===== config.mk =====
export PLATFORM = sky130hd
export DESIGN_NAME = palette_color_tint_core
export DESIGN_NICKNAME = d
export VERILOG_FILES = /design/src/hw/rtl/ptint_pkg.sv /design/src/hw/rtl/ptint_cfg.sv /design/src/hw/rtl/ptint_luma.sv /design/src/hw/rtl/ptint_tone.sv /design/src/hw/rtl/palette_color_tint_core.sv
export SDC_FILE = /design/constraint.sdc
export NUM_CORES = 1
export LEC_CHECK = 0
export ABC_AREA = 1
export BUFFER_PORTS_ARGS = -buffer_cell sky130_fd_sc_hd__buf_2
export CORE_ASPECT_RATIO = 1.25
export CORE_UTILIZATION = 65
export CTS_CLUSTER_DIAMETER = 60
export DETAILED_ROUTE_END_ITERATION = 6
export HOLD_SLACK_MARGIN = 0.06
export PLACE_DENSITY = 0.82
export SYNTH_ARGS = -nofsm -noshare
export SYNTH_HDL_FRONTEND = slang
export SYNTH_HIERARCHICAL = 1
export SYNTH_SLANG_ARGS = --single-unit

===== constraint.sdc =====
create_clock -name clk -period 9.1 [get_ports clk]
set_input_delay 0.91 -clock clk [delete_from_list [all_inputs] [get_ports clk]]
set_output_delay 0.91 -clock clk [all_outputs]
set_load 0.1 [all_outputs]

===== src/hw/rtl/ptint_pkg.sv =====
// Shared types, constants and the gray step table for the palette tint block.
// No dependencies; every other file of the block imports this package.
package ptint_pkg;

  // Channel and field widths
  localparam int ChW       = 5;
  localparam int ColorW    = 16;
  localparam int ToneW     = 16;
  localparam int CfgIndexW = 4;
  localparam int CfgDataW  = 16;

  // Luma weights in 0.8
  localparam logic [7:0] LumaR = 8'd76;
  localparam logic [7:0] LumaG = 8'd151;
  localparam logic [7:0] LumaB = 8'd29;

  // Sepia multipliers in 8.8
  localparam logic [ToneW-1:0] SepiaR = 16'd307;
  localparam logic [ToneW-1:0] SepiaG = 16'd256;
  localparam logic [ToneW-1:0] SepiaB = 16'd240;

  // Largest channel value
  localparam logic [ChW-1:0] ChMax = 5'h1F;

  // Tone register reset value (1.0 in 8.8)
  localparam logic [ToneW-1:0] ToneOne = 16'd256;

  // Tint modes
  typedef enum logic [1:0] {
    MODE_GRAY    = 2'd0,
    MODE_STEPPED = 2'd1,
    MODE_SEPIA   = 2'd2,
    MODE_CUSTOM  = 2'd3
  } tint_mode_t;

  // Configuration register indexes
  localparam logic [CfgIndexW-1:0] RegTintMode  = 4'd0;
  localparam logic [CfgIndexW-1:0] RegRedTone   = 4'd1;
  localparam logic [CfgIndexW-1:0] RegGreenTone = 4'd2;
  localparam logic [CfgIndexW-1:0] RegBlueTone  = 4'd3;

  // Current configuration as seen by the datapath
  typedef struct packed {
    tint_mode_t       mode;
    logic [ToneW-1:0] red_tone;
    logic [ToneW-1:0] green_tone;
    logic [ToneW-1:0] blue_tone;
  } cfg_regs_t;

  // One gray value with its side fields, between the luma and tone units
  typedef struct packed {
    logic [ChW-1:0] gray;
    logic           alpha;
    logic           last;
  } gray_item_t;

  // Gray mapped to one of the coarse steps, grouped by fives
  function automatic logic [ChW-1:0] step_lookup(input logic [ChW-1:0] g);
    logic [ChW-1:0] s;
    begin
      if (g < 5'd5) begin
        s = 5'd0;
      end else if (g < 5'd10) begin
        s = 5'd5;
      end else if (g < 5'd15) begin
        s = 5'd11;
      end else if (g < 5'd20) begin
        s = 5'd16;
      end else if (g < 5'd25) begin
        s = 5'd21;
      end else if (g < 5'd30) begin
        s = 5'd27;
      end else begin
        s = 5'd31;
      end
      return s;
    end
  endfunction

  // Take bits 15:8 of a 16-bit product and clamp to the channel range
  function automatic logic [ChW-1:0] clamp_hi(input logic [ToneW-1:0] p);
    begin
      return (p[15:13] != 3'd0) ? ChMax : p[12:8];
    end
  endfunction

endpackage


===== src/hw/rtl/ptint_cfg.sv =====
// Configuration register file for the palette tint block.
// Depends on ptint_pkg for register indexes and the cfg_regs_t type.
module ptint_cfg (
  input  logic                               clk,
  input  logic                               rst,
  input  logic                               cfg_valid,
  output logic                               cfg_ready,
  input  logic [ptint_pkg::CfgIndexW-1:0]    cfg_index,
  input  logic [ptint_pkg::CfgDataW-1:0]     cfg_data,
  output ptint_pkg::cfg_regs_t               regs
);
  import ptint_pkg::*;

  // Writes are always taken.
  assign cfg_ready = 1'b1;

  // Register writes; unknown indexes are dropped.
  always_ff @(posedge clk) begin
    if (rst) begin
      regs.mode       <= MODE_GRAY;
      regs.red_tone   <= ToneOne;
      regs.green_tone <= ToneOne;
      regs.blue_tone  <= ToneOne;
    end else if (cfg_valid) begin
      unique case (cfg_index)
        RegTintMode:  regs.mode       <= tint_mode_t'(cfg_data[1:0]);
        RegRedTone:   regs.red_tone   <= cfg_data[ToneW-1:0];
        RegGreenTone: regs.green_tone <= cfg_data[ToneW-1:0];
        RegBlueTone:  regs.blue_tone  <= cfg_data[ToneW-1:0];
        default: begin
        end
      endcase
    end
  end

endmodule


===== src/hw/rtl/ptint_luma.sv =====
// Two-stage luma unit: weighted channel products, then the sum shifted to gray.
// Depends on ptint_pkg for widths, luma weights and gray_item_t.
module ptint_luma (
  input  logic                            clk,
  input  logic                            rst,
  input  logic                            in_valid,
  output logic                            in_ready,
  input  logic [ptint_pkg::ColorW-1:0]    color,
  input  logic                            last,
  output logic                            out_valid,
  input  logic                            out_ready,
  output ptint_pkg::gray_item_t           out_item
);
  import ptint_pkg::*;

  // Stage A registers: the three weighted channels
  logic        a_valid;
  logic [11:0] a_pr;
  logic [12:0] a_pg;
  logic [9:0]  a_pb;
  logic        a_alpha;
  logic        a_last;
  logic        a_ready;

  // Stage B registers: the gray item
  logic        b_valid;
  logic        b_ready;
  logic [12:0] sum;

  assign b_ready  = !b_valid || out_ready;
  assign a_ready  = !a_valid || b_ready;
  assign in_ready = a_ready;

  // Stage A: constant multiplies of each channel
  always_ff @(posedge clk) begin
    if (rst) begin
      a_valid <= 1'b0;
    end else if (a_ready) begin
      a_valid <= in_valid;
    end
  end

  always_ff @(posedge clk) begin
    if (a_ready && in_valid) begin
      a_pr    <= 12'(color[4:0] * LumaR);
      a_pg    <= 13'(color[9:5] * LumaG);
      a_pb    <= 10'(color[14:10] * LumaB);
      a_alpha <= color[15];
      a_last  <= last;
    end
  end

  // Stage B: sum of the products, top bits are the gray level
  assign sum = 13'(a_pr) + a_pg + 13'(a_pb);

  always_ff @(posedge clk) begin
    if (rst) begin
      b_valid <= 1'b0;
    end else if (b_ready) begin
      b_valid <= a_valid;
    end
  end

  always_ff @(posedge clk) begin
    if (b_ready && a_valid) begin
      out_item.gray  <= sum[12:8];
      out_item.alpha <= a_alpha;
      out_item.last  <= a_last;
    end
  end

  assign out_valid = b_valid;

endmodule


===== src/hw/rtl/ptint_tone.sv =====
// Two-stage tint unit: per-channel multiply of gray, then clamp and mode select.
// Depends on ptint_pkg for cfg_regs_t, gray_item_t, the step table and clamp.
module ptint_tone (
  input  logic                            clk,
  input  logic                            rst,
  input  ptint_pkg::cfg_regs_t            regs,
  input  logic                            in_valid,
  output logic                            in_ready,
  input  ptint_pkg::gray_item_t           in_item,
  output logic                            out_valid,
  input  logic                            out_ready,
  output logic [ptint_pkg::ColorW-1:0]    color,
  output logic                            last
);
  import ptint_pkg::*;

  // Stage C registers: products wrapped to 16 bits
  logic             c_valid;
  logic             c_ready;
  logic [ToneW-1:0] c_pr;
  logic [ToneW-1:0] c_pg;
  logic [ToneW-1:0] c_pb;
  gray_item_t       c_item;

  // Multiplier operands chosen by mode
  logic [ToneW-1:0] mul_r;
  logic [ToneW-1:0] mul_g;
  logic [ToneW-1:0] mul_b;

  // Stage D: output register
  logic             d_valid;
  logic             d_ready;
  logic [ChW-1:0]   ro;
  logic [ChW-1:0]   go;
  logic [ChW-1:0]   bo;
  logic [ChW-1:0]   stepped;

  assign d_ready  = !d_valid || out_ready;
  assign c_ready  = !c_valid || d_ready;
  assign in_ready = c_ready;

  // Sepia uses fixed multipliers, custom tone the registers.
  always_comb begin
    if (regs.mode == MODE_SEPIA) begin
      mul_r = SepiaR;
      mul_g = SepiaG;
      mul_b = SepiaB;
    end else begin
      mul_r = regs.red_tone;
      mul_g = regs.green_tone;
      mul_b = regs.blue_tone;
    end
  end

  // Stage C: one 16x5 multiply per channel
  always_ff @(posedge clk) begin
    if (rst) begin
      c_valid <= 1'b0;
    end else if (c_ready) begin
      c_valid <= in_valid;
    end
  end

  always_ff @(posedge clk) begin
    if (c_ready && in_valid) begin
      c_pr   <= 16'(mul_r * in_item.gray);
      c_pg   <= 16'(mul_g * in_item.gray);
      c_pb   <= 16'(mul_b * in_item.gray);
      c_item <= in_item;
    end
  end

  // Stage D: pick the channel values for the active mode
  assign stepped = step_lookup(c_item.gray);

  always_comb begin
    unique case (regs.mode)
      MODE_GRAY: begin
        ro = c_item.gray;
        go = c_item.gray;
        bo = c_item.gray;
      end
      MODE_STEPPED: begin
        ro = stepped;
        go = stepped;
        bo = stepped;
      end
      default: begin
        ro = clamp_hi(c_pr);
        go = clamp_hi(c_pg);
        bo = clamp_hi(c_pb);
      end
    endcase
  end

  always_ff @(posedge clk) begin
    if (rst) begin
      d_valid <= 1'b0;
    end else if (d_ready) begin
      d_valid <= c_valid;
    end
  end

  always_ff @(posedge clk) begin
    if (d_ready && c_valid) begin
      color <= {c_item.alpha, bo, go, ro};
      last  <= c_item.last;
    end
  end

  assign out_valid = d_valid;

endmodule


===== src/hw/rtl/palette_color_tint_core.sv =====
// Palette color tint core: grayscale, stepped gray, sepia or custom tone.
// Depends on ptint_pkg, ptint_cfg, ptint_luma and ptint_tone.
//
// Usage:
//   s_tdata[15:0] carries one RGB555 color (red 4:0, green 9:5, blue 14:10,
//   alpha 15) and s_tlast marks the last entry of a run. Each accepted
//   request gives exactly one result on m_tdata / m_tlast, alpha and last
//   copied from the same entry.
//   The cfg channel writes the mode and the three 8.8 tone registers; it
//   always accepts. Write it only while no item is in flight.
// Stages and throughput:
//   A request passes through registers in order: luma products, gray sum,
//   tone multiply, then clamp and output register. One item per cycle is
//   accepted in steady state while m_tready stays high.
// Reset:
//   rst clears all stage valid bits, sets the mode to plain gray and every
//   tone to 1.0.
// Stalls:
//   When m_tready is low the output holds; each stage still fills while it
//   is empty, so up to four items are held and s_tready drops only when all
//   stages are full.
module palette_color_tint_core (
  input  logic                                clk,
  input  logic                                rst,
  // Input stream
  input  logic                                s_tvalid,
  output logic                                s_tready,
  input  logic [ptint_pkg::ColorW-1:0]        s_tdata,  // [15:0] color_in
  input  logic                                s_tlast,
  // Output stream
  output logic                                m_tvalid,
  input  logic                                m_tready,
  output logic [ptint_pkg::ColorW-1:0]        m_tdata,  // [15:0] color_out
  output logic                                m_tlast,
  // Configuration writes
  input  logic                                cfg_valid,
  output logic                                cfg_ready,
  input  logic [ptint_pkg::CfgIndexW-1:0]     cfg_index,
  input  logic [ptint_pkg::CfgDataW-1:0]      cfg_data
);
  import ptint_pkg::*;

  cfg_regs_t  regs;
  gray_item_t gray_item;
  logic       gray_valid;
  logic       gray_ready;

  // Configuration registers
  ptint_cfg u_cfg (
    .clk       (clk),
    .rst       (rst),
    .cfg_valid (cfg_valid),
    .cfg_ready (cfg_ready),
    .cfg_index (cfg_index),
    .cfg_data  (cfg_data),
    .regs      (regs)
  );

  // Gray level from the input color
  ptint_luma u_luma (
    .clk       (clk),
    .rst       (rst),
    .in_valid  (s_tvalid),
    .in_ready  (s_tready),
    .color     (s_tdata),
    .last      (s_tlast),
    .out_valid (gray_valid),
    .out_ready (gray_ready),
    .out_item  (gray_item)
  );

  // Tinted color from gray
  ptint_tone u_tone (
    .clk       (clk),
    .rst       (rst),
    .regs      (regs),
    .in_valid  (gray_valid),
    .in_ready  (gray_ready),
    .in_item   (gray_item),
    .out_valid (m_tvalid),
    .out_ready (m_tready),
    .color     (m_tdata),
    .last      (m_tlast)
  );

endmodule


==> impl_results.md <==
* Pins over their slew limit at 0
* Post-synth ARST share at 0%
* Largest net degree at the start of global routing at 55
* CP max stage delay at 0.69 ns
* Cts repair resizes at 0
* IO buf count at 60
* RSZ-0062 raised after global routing: no
* Most frequent cells in the layout: nand2_1, inv_1, nor2_1
* CP Launch Type: flip-flop
* DRC at 0
* Final setup violation count at 0
* Distinct cell type count after synthesis at 43
* Mux contribution to synthesized area at 0%
* Clock network fraction of total power at 26.5%
* Post-Synth Simple-Gate Area at 26.3%
* Nets at 2218
* Largest family of logic cells by synthesized area: adder cells
* Diode count at 0
* Clk Latency, worst-skew pair at 0.43 ns
* I/O pin count at 62
* Root Driver: clkbuf_16
* Setup Buffers After CTS at 0
* Drt total wl at 33000 um
* Die area at 22600 um2
* Switching pwr at 1130 uW
* Critical path type: flip-flop to flip-flop
* Hold buffers post-CTS at 0
* Via density at 5.47
* Max Cap Viol at 0
* Vias at 12200
* Synthesis-to-finish area growth at 7.27%
* Switching share of power at 41.6%
* Core area at 21500 um2
* Post-Synth Adder-Cell Area at 27.5%
* Die Span X at 135 um
* Worst hold path type: flip-flop to flip-flop
* CTS tree: built
* Reg2reg start: u_cfg/regs[49]
* ANT nets after route at 0
* Worst EP arrival at 5.10 ns
* Synth Instances at 1899
* Logic gate share of total power at 41.7%
* Commonest non-fill, non-tap cell in the layout: nand2_1
* Critical Path RT at 9.29 ns
* Yosys reg bits at 144
* DP Wirelength at 25900 um
* Warnings, synthesis at 6
* Hold Crit Start: u_luma/a_last
* Part of the cycle the worst path needs at 54.0%
* Status: complete, no violations
* Max clock buf depth at 2
* Least-Margin Pin Slew at 1.09 ns
* Die height at 168 um
* Fmax at 0.203 GHz
* Fin Setup TNS at 0 ns
* Compound-Gate Fraction of Synth Area at 5.08%
* Xor and xnor fraction of the mapped netlist area at 1.84%
* DRT Pass-1 Iters at 6
* Slew headroom at 27.2%
* Post-synth EDFFs at 90
* Int Pwr at 1580 uW
* Cell Rows at 60
* Initial antenna violation count at 0
* Pwr Density at 177 nW/um2
* First-pass GRT wire length at 54200 um
* Worst hold slack at 0.420 ns
* Total gr overflow at 0
* Final worst path period need at 4.92 ns
* Detailed Route Iter0 Violations at 913
* Routability Congestion at 0.941
* Post-synth net total at 2182
* Pleak at 0.00796 uW
* Main synth FF type: edfxtp_1
* Crit path cell chain: inv_2 -> nor2_4 -> nor2_1 -> nor2_1 -> fa_1 -> fa_1 -> inv_1 -> fa_1 -> inv_1 -> ha_1 -> nand2_1 -> nor2_1 -> inv_1 -> nor3_1 -> a21oi_1 -> nand3_1 -> nand2_1
* Dpl cells at 2195
* Mapped Area at 14300 um2
* Clk_skew at 0.0132 ns
* Clock Pin Slew Worst Setup and Hold Paths at 0.07 ns
* Slowest cell on the critical path: dfxtp_1
* Seq/Total Area, Yosys at 26.5%
* Global Route Usage Sum at 30.6%
* Core Util, Final at 71.1%
* VDD IR max at 0.000136 V
* Final instance count without filler cells at 2227
* H-tree depth at 4
* Setup crit start: u_cfg/regs[49]
* Fin. Hold Viols at 0
* Final non-filler cell area at 15300 um2
* Sequential share of power at 31.8%
* Crit Path Max Fanout at 25
* Starting Density at 66.3%
* Fraction of layout cells with a size suffix above 1 at 6.42%
* Clk sinks at 144
* CP endpoint kind: flip-flop
* Vias in the first global route at 11800
* Dpl cell area at 14700 um2
* Num CTS Buffers at 17
* Wire per inst at 14.8 um
* Avg Inst Size Synth at 7.52 um2
cell usage after synthesis (5+ instances only):
cell type / number / share of area, %
o21bai_1: 13 / 0.68
nor2_2: 5 / 0.22
buf_2: 18 / 0.63
nand3_1: 87 / 3.0
nand2_1: 441 / 12
buf_6: 5 / 0.39
nand4_1: 63 / 2.8
ha_1: 120 / 11
inv_1: 408 / 11
inv_2: 7 / 0.18
nor2_1: 252 / 6.6
fa_1: 121 / 17
edfxtp_1: 90 / 19
clkinv_1: 5 / 0.13
xor2_1: 24 / 1.5
nand2_2: 6 / 0.26
a31oi_1: 5 / 0.22
dfxtp_1: 54 / 7.6
clkbuf_1: 20 / 0.53
a21oi_1: 64 / 2.2
o21ai_0: 37 / 1.3
xnor2_1: 6 / 0.37
nor3_1: 10 / 0.35
final cells by class:
class	count	area [um2]
inverters	420	1580
well taps	279	349
clock inverters	15	174
repair buffers	65	338
clock buffers	17	425
multi-input cells	1287	8670
flip-flops and latches	144	3780
fillers	1680	6230
registers in the layout, summed over array words and instances, names as in the netlist, 7 cells and up:
name and count:
u_luma/a_pb 10, u_luma/out_item 7, u_luma/a_pr 10, u_tone/c_pr 8, u_luma/a_pg 13, u_tone/c_item 7
u_cfg/regs 50, u_tone/color 16, u_tone/c_pb 8, u_tone/c_pg 8
layer usage:
metal / global-route usage (%) / wire length (um) / vias up
met5: 0 / 0 / -
met4: 13.5 / 1230 / 0
met3: 4.45 / 2360 / 112
met2: 54.2 / 16400 / 548
met1: 36.7 / 13100 / 5577
li1: - / - / 5940
final timing paths:
path,end,cells past startpoint,slack [ns]
min,u_luma/out_item[0],0,0.42
min reg2reg,u_luma/out_item[0],0,0.42
max reg2reg,u_tone/c_pb[15],17,4.18
max,u_tone/c_pb[15],17,4.18
stage by stage:
| stage | setup slack (ns) | total power, uW |
|---|---|---|
| after floorplan | 5.03 | 1700 |
| after global placement | 4.35 | 1940 |
| after detailed placement | 4.27 | 1980 |
| after CTS | 4.27 | 2700 |
| after global routing | 3.89 | 2890 |
| final | 4.18 | 2710 |
critical path, delay by kind of cell (launching register included):
kind	cells	cell delay, ns
fa+ha+maj	4	1.83
simple gates	8	1.67
flops	1	0.69
buf+inv	4	0.38
compound gates	1	0.10
cells by family (layout without fill, tap and decap cells):
logic type	count (synthesis)	count (layout)
AND/OR/NAND/NOR	884	884
flip-flops	144	144
other	1	1
AO/OA/AOI/OAI	131	131
buffers and inverters	468	517
adder cells (fa/ha/maj)	241	241
XOR/XNOR	30	30
power groups by stage:
stage | combinational [uW] | clock (uW) | sequential (uW)
after floorplan | 855 | 0 | 847
after global placement | 1060 | 0 | 872
final | 1130 | 719 | 863
after CTS | 1120 | 724 | 861
after global routing | 1270 | 751 | 869
after detailed placement | 1100 | 0 | 875
No activity file was read; power rests on OpenSTA's default activity.
